<file path="src/sv/tcp_syn_header_extractor_top_macros.svh">
// Assertion macros used by the result buffer of the TCP SYN header extractor.
`ifndef TCP_SYN_HEADER_EXTRACTOR_TOP_MACROS_SVH
`define TCP_SYN_HEADER_EXTRACTOR_TOP_MACROS_SVH
`ifndef SYNTHESIS
`define TSH_ASSERT_NEVER(lbl, cond) \
	lbl: assert property (@(posedge clk) disable iff (!arst_n) !(cond)) \
		else $error("assertion failed");
`define TSH_ASSERT_NEXT(lbl, a, b) \
	lbl: assert property (@(posedge clk) disable iff (!arst_n) (a) |=> (b)) \
		else $error("assertion failed");
`else
`define TSH_ASSERT_NEVER(lbl, cond)
`define TSH_ASSERT_NEXT(lbl, a, b)
`endif
`endif

</file>
<file path="src/sv/tsh_pkg.sv">
// Types and constants of the TCP SYN header extractor.
`default_nettype none
package tsh_pkg;
	localparam int MAX_OPTION_BYTES = 40;
	localparam int MAX_VLAN_TAGS = 2;
	localparam logic [15:0] DEST_PORT_RST = 16'd443;
	localparam logic [31:0] DEST_IPV4_RST = 32'h7F00_0001;
	localparam logic [15:0] ETYPE_VLAN = 16'h8100;
	localparam logic [15:0] ETYPE_QINQ = 16'h88A8;
	localparam logic [15:0] ETYPE_IPV4 = 16'h0800;
	localparam logic [15:0] ETYPE_IPV6 = 16'h86DD;
	localparam logic [7:0] PROTO_TCP = 8'd6;
	localparam int TDATA_W = 248;

	localparam logic [2:0] REG_DEST_PORT = 3'd0;
	localparam logic [2:0] REG_CHECK_ADDR = 3'd1;
	localparam logic [2:0] REG_DEST_IPV4 = 3'd2;
	localparam logic [2:0] REG_IPV6_UPPER = 3'd3;
	localparam logic [2:0] REG_IPV6_LOWER = 3'd4;

	typedef enum logic [7:0] {
		PH_ETH    = 8'b0000_0001,
		PH_VLAN   = 8'b0000_0010,
		PH_IP4    = 8'b0000_0100,
		PH_IP4OPT = 8'b0000_1000,
		PH_IP6    = 8'b0001_0000,
		PH_TCP    = 8'b0010_0000,
		PH_OPTS   = 8'b0100_0000,
		PH_IDLE   = 8'b1000_0000
	} phase_t;

	typedef struct packed {
		logic [15:0]  dest_port;
		logic         check_dest_addr;
		logic [31:0]  dest_ipv4;
		logic [127:0] dest_ipv6;
	} cfg_t;

	typedef struct packed {
		logic        item_kind;
		logic        run_last;
		logic [63:0] source_addr_upper;
		logic [63:0] source_addr_lower;
		logic [15:0] source_port;
		logic [31:0] sequence_res;
		logic [15:0] window;
		logic [5:0]  options_length;
		logic [7:0]  hop_ttl;
		logic        is_ipv6;
		logic [31:0] syn_tick;
		logic [5:0]  option_index;
	} result_t;
endpackage
`default_nettype wire

</file>
<file path="src/sv/tcp_syn_header_extractor_top.sv">
// Top level of the TCP SYN header extractor.
// Usage: Ethernet frames enter one byte per request on the s_ channel
// (s_tdata = byte, s_tlast = last byte of the frame). For a TCP SYN to the
// configured port the block emits one handshake record on the m_ channel
// (m_tuser = 0), followed by one request per TCP option byte (m_tuser = 1),
// up to 40, with m_tlast on the last result of the packet.
// Each byte is parsed in the cycle it is taken; its result is registered and
// shows on m_tvalid. One byte is taken every cycle while s_tready is high.
// A two-entry result buffer keeps s_tready high while a result waits; when
// the receiver stalls and the buffer holds two results, s_tready drops.
// Configuration registers are written through cfg_valid/cfg_index/cfg_data,
// always ready; the user must write them only while the block is idle (unenforced).
// Reset clears the parse state, the SYN counter and the result buffer and
// loads the configuration defaults (port 443, IPv4 127.0.0.1, no address
// check). No clearing pass is needed after reset.
`default_nettype none
module tcp_syn_header_extractor_top #(
	parameter int MAX_OPTION_BYTES = tsh_pkg::MAX_OPTION_BYTES,
	parameter int MAX_VLAN_TAGS = tsh_pkg::MAX_VLAN_TAGS
) (
	input  wire logic        clk,
	input  wire logic        arst_n,
	input  wire logic        s_tvalid,
	output logic             s_tready,
	input  wire logic [7:0]  s_tdata,   // [7:0] frame_byte
	input  wire logic        s_tlast,
	output logic             m_tvalid,
	input  wire logic        m_tready,
	// [63:0] source_addr_upper, [127:64] source_addr_lower, [143:128] source_port,
	// [175:144] sequence_res, [191:176] window, [197:192] options_length,
	// [205:198] hop_ttl, [206] is_ipv6, [238:207] syn_tick, [244:239] option_index
	output logic [tsh_pkg::TDATA_W-1:0] m_tdata,
	output logic             m_tuser,   // [0] item_kind
	output logic             m_tlast,
	input  wire logic        cfg_valid,
	output logic             cfg_ready,
	input  wire logic [2:0]  cfg_index,
	input  wire logic [63:0] cfg_data
);
	tsh_pkg::cfg_t cfg_q;
	tsh_pkg::result_t res, head;
	logic res_valid, take, full;

	assign cfg_ready = 1'b1;

	always_ff @(posedge clk or negedge arst_n) begin
		if (!arst_n) begin
			cfg_q.dest_port <= tsh_pkg::DEST_PORT_RST;
			cfg_q.check_dest_addr <= 1'b0;
			cfg_q.dest_ipv4 <= tsh_pkg::DEST_IPV4_RST;
			cfg_q.dest_ipv6 <= '0;
		end else if (cfg_valid) begin
			case (cfg_index)
				tsh_pkg::REG_DEST_PORT: cfg_q.dest_port <= cfg_data[15:0];
				tsh_pkg::REG_CHECK_ADDR: cfg_q.check_dest_addr <= cfg_data[0];
				tsh_pkg::REG_DEST_IPV4: cfg_q.dest_ipv4 <= cfg_data[31:0];
				tsh_pkg::REG_IPV6_UPPER: cfg_q.dest_ipv6[127:64] <= cfg_data;
				tsh_pkg::REG_IPV6_LOWER: cfg_q.dest_ipv6[63:0] <= cfg_data;
				default: begin
				end
			endcase
		end
	end

	assign s_tready = !full;
	assign take = s_tvalid && s_tready;

	tsh_parser #(
		.MAX_OPTION_BYTES(MAX_OPTION_BYTES),
		.MAX_VLAN_TAGS(MAX_VLAN_TAGS)
	) u_parser (
		.clk(clk), .arst_n(arst_n), .cfg(cfg_q),
		.in_take(take), .in_byte(s_tdata), .in_end(s_tlast),
		.res_valid(res_valid), .res(res)
	);

	tsh_out_buf u_buf (
		.clk(clk), .arst_n(arst_n),
		.push(take && res_valid), .push_data(res),
		.pop(m_tvalid && m_tready), .full(full),
		.head_valid(m_tvalid), .head(head)
	);

	assign m_tuser = head.item_kind;
	assign m_tlast = head.run_last;
	assign m_tdata = {3'b000, head.option_index, head.syn_tick, head.is_ipv6, head.hop_ttl,
		head.options_length, head.window, head.sequence_res, head.source_port,
		head.source_addr_lower, head.source_addr_upper};
endmodule
`default_nettype wire

</file>
<file path="src/sv/tsh_parser.sv">
// Byte-wise header parser: frame state, field capture and result forming.
`default_nettype none
module tsh_parser #(
	parameter int MAX_OPTION_BYTES = tsh_pkg::MAX_OPTION_BYTES,
	parameter int MAX_VLAN_TAGS = tsh_pkg::MAX_VLAN_TAGS
) (
	input  wire logic            clk,
	input  wire logic            arst_n,
	input  wire tsh_pkg::cfg_t   cfg,
	input  wire logic            in_take,
	input  wire logic [7:0]      in_byte,
	input  wire logic            in_end,
	output logic                 res_valid,
	output tsh_pkg::result_t     res
);
	tsh_pkg::phase_t phase_q, phase_d;
	logic [7:0] off_q, start_q, start_d;
	logic [15:0] etype_q, etype_d;
	logic [1:0] tags_q, tags_d;
	logic [127:0] src_q, src_d;
	logic [3:0] ihl_q, ihl_d, doff_q, doff_d;
	logic [15:0] fdp_q, fdp_d, sport_q, sport_d, win_q, win_d;
	logic [7:0] ttl_q, ttl_d, proto_q, proto_d, flags_q, flags_d;
	logic is6_q, is6_d, dm_q, dm_d;
	logic [31:0] seq_q, seq_d, cnt_q, cnt_d;
	logic [7:0] rel;
	logic [8:0] rel_p1;
	logic [5:0] len, lim, ip4opt_len;
	logic [15:0] et_new;
	logic [3:0] k6;
	logic byte_ok4, byte_ok6, tcp_ok;

	assign rel = off_q - start_q;
	assign rel_p1 = {1'b0, rel} + 9'd1;
	assign len = {doff_q, 2'b00} - 6'd20;
	assign lim = (len < 6'(MAX_OPTION_BYTES)) ? len : 6'(MAX_OPTION_BYTES);
	assign ip4opt_len = {ihl_q, 2'b00} - 6'd20;
	assign et_new = {etype_q[15:8], in_byte};
	assign k6 = 4'(rel - 8'd24);
	assign byte_ok4 = cfg.dest_ipv4[{~rel[1:0], 3'b000} +: 8] == in_byte;
	assign byte_ok6 = cfg.dest_ipv6[{~k6, 3'b000} +: 8] == in_byte;
	assign tcp_ok = (fdp_q == cfg.dest_port) && flags_q[1] && !flags_q[4] && (doff_q >= 4'd5);

	always_comb begin
		phase_d = phase_q; start_d = start_q; etype_d = etype_q; tags_d = tags_q;
		src_d = src_q; ihl_d = ihl_q; doff_d = doff_q; fdp_d = fdp_q;
		sport_d = sport_q; win_d = win_q; ttl_d = ttl_q; proto_d = proto_q;
		flags_d = flags_q; is6_d = is6_q; dm_d = dm_q; seq_d = seq_q; cnt_d = cnt_q;
		res_valid = 1'b0;
		res = '0;
		case (phase_q)
			tsh_pkg::PH_ETH, tsh_pkg::PH_VLAN: begin
				if (rel == ((phase_q == tsh_pkg::PH_ETH) ? 8'd12 : 8'd2))
					etype_d = {in_byte, etype_q[7:0]};
				if (rel == ((phase_q == tsh_pkg::PH_ETH) ? 8'd13 : 8'd3)) begin
					etype_d = et_new;
					start_d = off_q + 8'd1;
					if ((et_new == tsh_pkg::ETYPE_VLAN || et_new == tsh_pkg::ETYPE_QINQ)
							&& ({30'd0, tags_q} < MAX_VLAN_TAGS)) begin
						tags_d = tags_q + 2'd1;
						phase_d = tsh_pkg::PH_VLAN;
					end else if (et_new == tsh_pkg::ETYPE_IPV4) begin
						phase_d = tsh_pkg::PH_IP4;
					end else if (et_new == tsh_pkg::ETYPE_IPV6) begin
						phase_d = tsh_pkg::PH_IP6;
					end else begin
						start_d = start_q;
						phase_d = tsh_pkg::PH_IDLE;
					end
				end
			end
			tsh_pkg::PH_IP4: begin
				if (rel == 8'd0) ihl_d = in_byte[3:0];
				if (rel == 8'd6) fdp_d[15:8] = in_byte;
				if (rel == 8'd7) fdp_d[7:0] = in_byte;
				if (rel == 8'd8) ttl_d = in_byte;
				if (rel == 8'd9) proto_d = in_byte;
				if (rel >= 8'd12 && rel <= 8'd15)
					src_d[{2'b11, ~rel[1:0], 3'b000} +: 8] = in_byte;
				if (rel >= 8'd16 && rel <= 8'd19 && !byte_ok4) dm_d = 1'b0;
				if (rel == 8'd19) begin
					if ((fdp_q[13:0] == 14'd0) && (proto_q == tsh_pkg::PROTO_TCP)
							&& (ihl_q >= 4'd5) && (!cfg.check_dest_addr || dm_d)) begin
						start_d = off_q + 8'd1;
						phase_d = (ihl_q == 4'd5) ? tsh_pkg::PH_TCP : tsh_pkg::PH_IP4OPT;
					end else begin
						phase_d = tsh_pkg::PH_IDLE;
					end
				end
			end
			tsh_pkg::PH_IP4OPT: begin
				if (rel_p1 >= {3'd0, ip4opt_len}) begin
					start_d = off_q + 8'd1;
					phase_d = tsh_pkg::PH_TCP;
				end
			end
			tsh_pkg::PH_IP6: begin
				if (rel == 8'd0) is6_d = 1'b1;
				if (rel == 8'd6) proto_d = in_byte;
				if (rel == 8'd7) ttl_d = in_byte;
				// Source bytes 0..7 land in the upper word, bytes 8..15 in the lower one.
				if (rel >= 8'd8 && rel <= 8'd23)
					src_d[{rel[3], ~rel[2:0], 3'b000} +: 8] = in_byte;
				if (rel >= 8'd24 && rel <= 8'd39 && !byte_ok6) dm_d = 1'b0;
				if (rel == 8'd39) begin
					if ((proto_q == tsh_pkg::PROTO_TCP) && (!cfg.check_dest_addr || dm_d)) begin
						start_d = off_q + 8'd1;
						phase_d = tsh_pkg::PH_TCP;
					end else begin
						phase_d = tsh_pkg::PH_IDLE;
					end
				end
			end
			tsh_pkg::PH_TCP: begin
				if (rel == 8'd0) sport_d[15:8] = in_byte;
				if (rel == 8'd1) sport_d[7:0] = in_byte;
				if (rel == 8'd2) fdp_d[15:8] = in_byte;
				if (rel == 8'd3) fdp_d[7:0] = in_byte;
				if (rel >= 8'd4 && rel <= 8'd7) seq_d[{~rel[1:0], 3'b000} +: 8] = in_byte;
				if (rel == 8'd12) doff_d = in_byte[7:4];
				if (rel == 8'd13) flags_d = in_byte;
				if (rel == 8'd14) win_d[15:8] = in_byte;
				if (rel == 8'd15) win_d[7:0] = in_byte;
				if (rel == 8'd19) begin
					if (tcp_ok) begin
						cnt_d = cnt_q + 32'd1;
						res_valid = 1'b1;
						res.run_last = in_end || (lim == 6'd0);
						res.source_addr_upper = src_q[127:64];
						res.source_addr_lower = src_q[63:0];
						res.source_port = sport_q;
						res.sequence_res = seq_q;
						res.window = win_q;
						res.options_length = len;
						res.hop_ttl = ttl_q;
						res.is_ipv6 = is6_q;
						res.syn_tick = cnt_d;
						if (lim == 6'd0) begin
							phase_d = tsh_pkg::PH_IDLE;
						end else begin
							start_d = off_q + 8'd1;
							phase_d = tsh_pkg::PH_OPTS;
						end
					end else begin
						phase_d = tsh_pkg::PH_IDLE;
					end
				end
			end
			tsh_pkg::PH_OPTS: begin
				res_valid = 1'b1;
				res.item_kind = 1'b1;
				res.run_last = in_end || (rel_p1 >= {3'd0, lim});
				res.hop_ttl = in_byte;
				res.option_index = rel[5:0];
				if (rel_p1 >= {3'd0, lim}) phase_d = tsh_pkg::PH_IDLE;
			end
			default: begin
			end
		endcase
	end

	always_ff @(posedge clk or negedge arst_n) begin
		if (!arst_n) begin
			phase_q <= tsh_pkg::PH_ETH;
			off_q <= '0; start_q <= '0; etype_q <= '0; tags_q <= '0; src_q <= '0;
			ihl_q <= '0; doff_q <= '0; fdp_q <= '0; sport_q <= '0; win_q <= '0;
			ttl_q <= '0; proto_q <= '0; flags_q <= '0; is6_q <= 1'b0; dm_q <= 1'b1;
			seq_q <= '0; cnt_q <= '0;
		end else if (in_take) begin
			cnt_q <= cnt_d;
			if (in_end) begin
				phase_q <= tsh_pkg::PH_ETH;
				off_q <= '0; start_q <= '0; etype_q <= '0; tags_q <= '0; src_q <= '0;
				ihl_q <= '0; doff_q <= '0; fdp_q <= '0; sport_q <= '0; win_q <= '0;
				ttl_q <= '0; proto_q <= '0; flags_q <= '0; is6_q <= 1'b0; dm_q <= 1'b1;
				seq_q <= '0;
			end else begin
				phase_q <= phase_d;
				if (off_q != 8'hFF) off_q <= off_q + 8'd1;
				start_q <= start_d; etype_q <= etype_d; tags_q <= tags_d; src_q <= src_d;
				ihl_q <= ihl_d; doff_q <= doff_d; fdp_q <= fdp_d; sport_q <= sport_d;
				win_q <= win_d; ttl_q <= ttl_d; proto_q <= proto_d; flags_q <= flags_d;
				is6_q <= is6_d; dm_q <= dm_d; seq_q <= seq_d;
			end
		end
	end
endmodule
`default_nettype wire

</file>
<file path="src/sv/tsh_out_buf.sv">
// Two-entry result buffer between the parser and the output stream.
`default_nettype none
`include "tcp_syn_header_extractor_top_macros.svh"
module tsh_out_buf (
	input  wire logic             clk,
	input  wire logic             arst_n,
	input  wire logic             push,
	input  wire tsh_pkg::result_t push_data,
	input  wire logic             pop,
	output logic                  full,
	output logic                  head_valid,
	output tsh_pkg::result_t      head
);
	tsh_pkg::result_t ent0_q, ent1_q;
	logic [1:0] cnt_q;

	assign full = (cnt_q == 2'd2);
	assign head_valid = (cnt_q != 2'd0);
	assign head = ent0_q;

	always_ff @(posedge clk or negedge arst_n) begin
		if (!arst_n) begin
			cnt_q <= '0;
		end else begin
			cnt_q <= cnt_q + {1'b0, push} - {1'b0, pop};
		end
	end

	// Entry 0 is always the oldest request.
	always_ff @(posedge clk) begin
		if (pop) begin
			ent0_q <= (cnt_q == 2'd2) ? ent1_q : push_data;
			if (push) ent1_q <= push_data;
		end else if (push) begin
			if (cnt_q == 2'd0) ent0_q <= push_data;
			else ent1_q <= push_data;
		end
	end

	`TSH_ASSERT_NEVER(a_no_overflow, push && full && !pop)
	`TSH_ASSERT_NEVER(a_no_underflow, pop && !head_valid)
	`TSH_ASSERT_NEXT(a_drain, pop && !push && (cnt_q == 2'd1), !head_valid)
endmodule
`default_nettype wire

</file>
<file path="config.mk">
export PLATFORM = sky130hd
export DESIGN_NAME = tcp_syn_header_extractor_top
export DESIGN_NICKNAME = d
export VERILOG_FILES = /design/src/sv/tsh_pkg.sv /design/src/sv/tcp_syn_header_extractor_top.sv /design/src/sv/tsh_parser.sv /design/src/sv/tsh_out_buf.sv
export VERILOG_INCLUDE_DIRS = /design/src /design/src/sv
export SDC_FILE = /design/constraint.sdc
export NUM_CORES = 2
export LEC_CHECK = 0
export ABC_CLOCK_PERIOD_IN_PS = 14300
export BUFFER_PORTS_ARGS = -buffer_cell sky130_fd_sc_hd__buf_2
export CORE_AREA = 2 2 330 332
export CTS_BUF_LIST = sky130_fd_sc_hd__clkbuf_4 sky130_fd_sc_hd__clkbuf_8 sky130_fd_sc_hd__clkbuf_16
export DETAILED_ROUTE_END_ITERATION = 8
export DIE_AREA = 0 0 332 334
export GPL_TIMING_DRIVEN = 1
export SYNTH_ARGS = -nofsm -noshare
export SYNTH_HDL_FRONTEND = slang
export SYNTH_SLANG_ARGS = --single-unit
export TNS_END_PERCENT = 100
</file>
<file path="constraint.sdc">
create_clock -name clk -period 14.3 [get_ports clk]
set_clock_uncertainty 0.15 [all_clocks]
set_input_delay 2.145 -clock clk [delete_from_list [all_inputs] [get_ports clk]]
set_output_delay 2.145 -clock clk [all_outputs]
set_load 0.01 [all_outputs]
</file>
==> summary.md <==
| Metric | Value |
|---|---|
| Synthesized instance count | `approximately 3200` |
| # setup viols final | `0` |
| # Max-Cap Violations | `0` |
| RSZ-0062 raised after global routing | `no` |
| Critical Path Fanout Max | `roughly 160` |
| CTS tree | `done` |
| Critical path type | `reg -> reg` |
| Die X | `approximately 330 um` |
| H-tree depth | `3` |
| EDFF count, synth | `about 500` |
| Nets | `between 3000 and 4000` |
| Setup TNS | `0 ns` |
| HP Class | `reg -> reg` |
| Number of global-route vias before repair | `approximately 26000` |
| Overall power | `a little under 8 mW` |
| CTS buffer count | `102` |
| Tcrit/Tclk final | `a little over two fifths` |
| Power Dens Cells | `156.5 mW/mm^2` |
| Post-Syn Area | `0.04266 mm^2` |
| Fmax | `about 170 MHz` |
| Buf/Inv on CP | `4` |
| TritonRoute pass-1 iters | `6` |
| DIE AREA | `0.1109 mm^2` |
| Synth Register Bits | `between 900 and 1000` |
| # Post-CTS Setup Buffers | `0` |
| DP Area | `between 0.04 and 0.05 mm^2` |
| Post-CTS resize count | `0` |
| Syn Area/Cell | `13.29 um^2` |
| Clock latency on the worst-skew pair | `roughly 0.7 ns` |
| Synth cell types | `between 80 and 90` |
| # rows | `approximately 120` |
| Fill count | `about 9900` |
| Post-DP HPWL | `74.14 mm` |
| Ports | `334` |
| Ant. Diodes | `0` |
| Max Slew Vio Count | `0` |
| Final ANT Viol Nets | `0` |
| Initial Util | `39.58%` |
| CP Cell Sequence | `inv_1 > ha_1 > inv_1 > fa_1 > a211oi_1 > o41ai_1 > nor4b_2 > nand2_2 > nor4_4 > o21ai_0 > o21bai_4 > buf_12 > buf_4` |
| Slew @ Worst Pin | `1.258 ns` |
| CP max stage delay | `0.89 ns` |
| Vias per inst | `5.321` |
| Initial antenna violation count | `9` |
| CP endpoint kind | `flop` |
| Slowest stage cell, crit path | `buf_4` |
| First-pass GRT wire length | `approximately 170 mm` |
| Final WL | `approximately 110 mm` |
| Reg clk slew, reported paths | `0.06 ns` |
| Most used cell, CP | `inv_1` |
| CTS hold repair buffers | `0` |
| Core area | `0.1078 mm^2` |
| Area delta synth->final | `15.31%` |
| Sequential element share of the synthesized area | `62.76%` |
| Grt ovf | `0` |
| Die extent in y | `roughly 330 um` |
| Ys Warns | `0` |
| Hold Vio Cnt, Final | `0` |
| Routability cong. | `~0.9` |
| Crit-path leading delay family | `buffers and inverters` |
| Vias | `26594` |
| CP required | `~14 ns` |
| CTS sink cnt | `approximately 970` |
| Worst Setup Start Kind | `flop` |
| Max Buffers Root-to-Sink | `3` |
| GRT Total Usage | `between 10% and 20%` |
| WHS | `between 0.3 and 0.4 ns` |
| Final Cell Area | `0.04919 mm^2` |
| Mean routed wirelength per cell | `22.42 um` |
| Crit path time final | `between 5 and 6 ns` |
| Main synth FF type | `edfxtp_1` |
| VDD IR max | `approximately 0.22 mV` |
| Fraction of registers with async set/reset | `around half` |
| DR iter-0 viols | `2266` |
| Status | `completed` |
| Root Buffer | `clkbuf_16` |
| Remaining DRCs | `0` |
| Rel. slew slack | `15.75%` |
| P_leak | `between 20 and 25 nW` |
| Critical path arrival | `6.12 ns` |
| Pin count of the biggest net entering global routing | `roughly 170` |
| I/O Buffers | `~330` |
| Share of cells above drive strength 1 | `a little under a third` |
==> Yosys cell counts (17+ instances only) <==
master / number / share of area (%)
edfxtp_1: 490 / 34
dfrtp_1: 464 / 27
mux2_2: 430 / 11
nand2_1: 280 / 2.5
nor2_1: 200 / 1.8
and2_1: 170 / 2.5
clkbuf_1: 134 / 1.2
o21ai_0: 107 / 1.3
nand3_1: 92 / 1.1
xnor2_1: 79 / 1.6
inv_1: 64 / 0.56
a22o_1: 52 / 1.1
o31ai_2: 50 / 1.5
a21oi_1: 43 / 0.50
mux2i_1: 40 / 0.94
o31ai_1: 36 / 0.63
xor2_1: 36 / 0.74
nor3_1: 30 / 0.35
nand4_1: 27 / 0.40
a22oi_1: 26 / 0.46
ha_1: 24 / 0.70
a32o_1: 19 / 0.45
nor2b_1: 19 / 0.28
buf_2: 18 / 0.21
dfstp_2: 17 / 1.0
==> area by class of cell <==
cell class / instances / area, um^2 / share of cell area [%]
Clock buffer: 168 / 3238 / 6.583
Sequential cell: 971 / 26770 / 54.42
Inverter: 65 / 244.0 / 0.4960
Tap cell: 1414 / 1769 / 3.597
Timing Repair Buffer: 370 / 2007 / 4.080
Multi-Input combinational cell: 1988 / 14900 / 30.28
Clock inverter: 22 / 266.5 / 0.5418
==> sequential cells by signal, summed over array words and instances (netlist names), 2 cells and up <==
| name | count |
|---|---|
| cfg_q | 177 |
| u_buf.cnt_q | 2 |
| u_buf.ent1_q | 245 |
| u_buf.head | 245 |
| u_parser.cnt_q | 32 |
| u_parser.doff_q | 4 |
| u_parser.etype_q | 8 |
| u_parser.fdp_q | 16 |
| u_parser.flags_q | 2 |
| u_parser.ihl_q | 4 |
| u_parser.off_q | 8 |
| u_parser.phase_q | 8 |
| u_parser.proto_q | 8 |
| u_parser.seq_q | 32 |
| u_parser.sport_q | 16 |
| u_parser.src_q | 128 |
| u_parser.start_q | 8 |
| u_parser.tags_q | 2 |
| u_parser.ttl_q | 8 |
| u_parser.win_q | 16 |
==> report_power, final <==
group,switching (mW),internal [mW]
Sequential,0.109,3.11
Clock,1.10,1.64
Combinational,1.11,0.630
Total,2.32,5.37
==> cell families (layout without fill, tap and decap cells) <==
kind of cell	after synthesis	in the layout	share of synthesized area [%]
AO/OA/AOI/OAI	433	433	7.696
XOR/XNOR	115	115	2.361
adder cells (fa/ha/maj)	25	25	0.7508
buffers and inverters	254	625	2.563
flip-flops	971	971	62.76
multiplexers	488	488	13.17
other	2	6	0.01760
AND/OR/NAND/NOR	921	921	10.68
==> worst paths after layout <==
path | slack, ns | start | to | depth (start not counted)
worst min register to register | 0.32 | u_parser.src_q[9] | u_parser.src_q[9] | 2
worst max-delay path | 8.33 | u_parser.off_q[0] | u_buf.head[65] | 13
min in group asynchronous | 1.31 | arst_n | cfg_q[23] | 1
max in group asynchronous | 10.20 | arst_n | cfg_q[34] | 3
worst min-delay path | 0.32 | u_parser.src_q[9] | u_parser.src_q[9] | 2
worst max register to register | 8.33 | u_parser.off_q[0] | u_buf.head[65] | 13
==> metrics by stage <==
stage,setup WS [ns],cells,utilization [%]
after global routing,7.923,4998,45.64
after floorplan,4.241,3213,-
after detailed placement,8.349,4808,42.38
final,8.330,4998,45.64
after global placement,8.422,4808,42.38
after CTS,8.324,4998,45.64
==> placed cells by master (no fill, tap or decap), types with 40 or more instances in the layout <==
master,Yosys,final
edfxtp_1,490,490
dfrtp_1,464,464
mux2_2,430,430
buf_2,18,326
nand2_1,280,280
nor2_1,200,197
and2_1,170,170
o21ai_0,107,107
clkbuf_16,0,105
nand3_1,92,91
xnor2_1,79,78
inv_1,64,64
a22o_1,52,52
o31ai_2,50,50
a21oi_1,43,43
clkbuf_4,0,41
mux2i_1,40,40
buf_4,11,40
==> per-layer routing <==
layer  global-route usage [%]  vias up  share of wire [%]
li1                         -    12231                  -
met1                    27.17    13374                 44
met2                    32.33      797                 47
met3                    3.688      176                5.9
met4                    5.841       16                2.4
met5                        0        -              0.087
==> worst register-to-register path: cells and delay by family (launching register included) <==
kind	cells	cell delay, ns
AOI/OAI and AO/OA	4	1.08
DFF	1	0.42
buffers and inverters	4	1.72
adders and majority gates	2	0.65
and+or+nand+nor	3	1.44
Power figures use the tool's default switching activity.
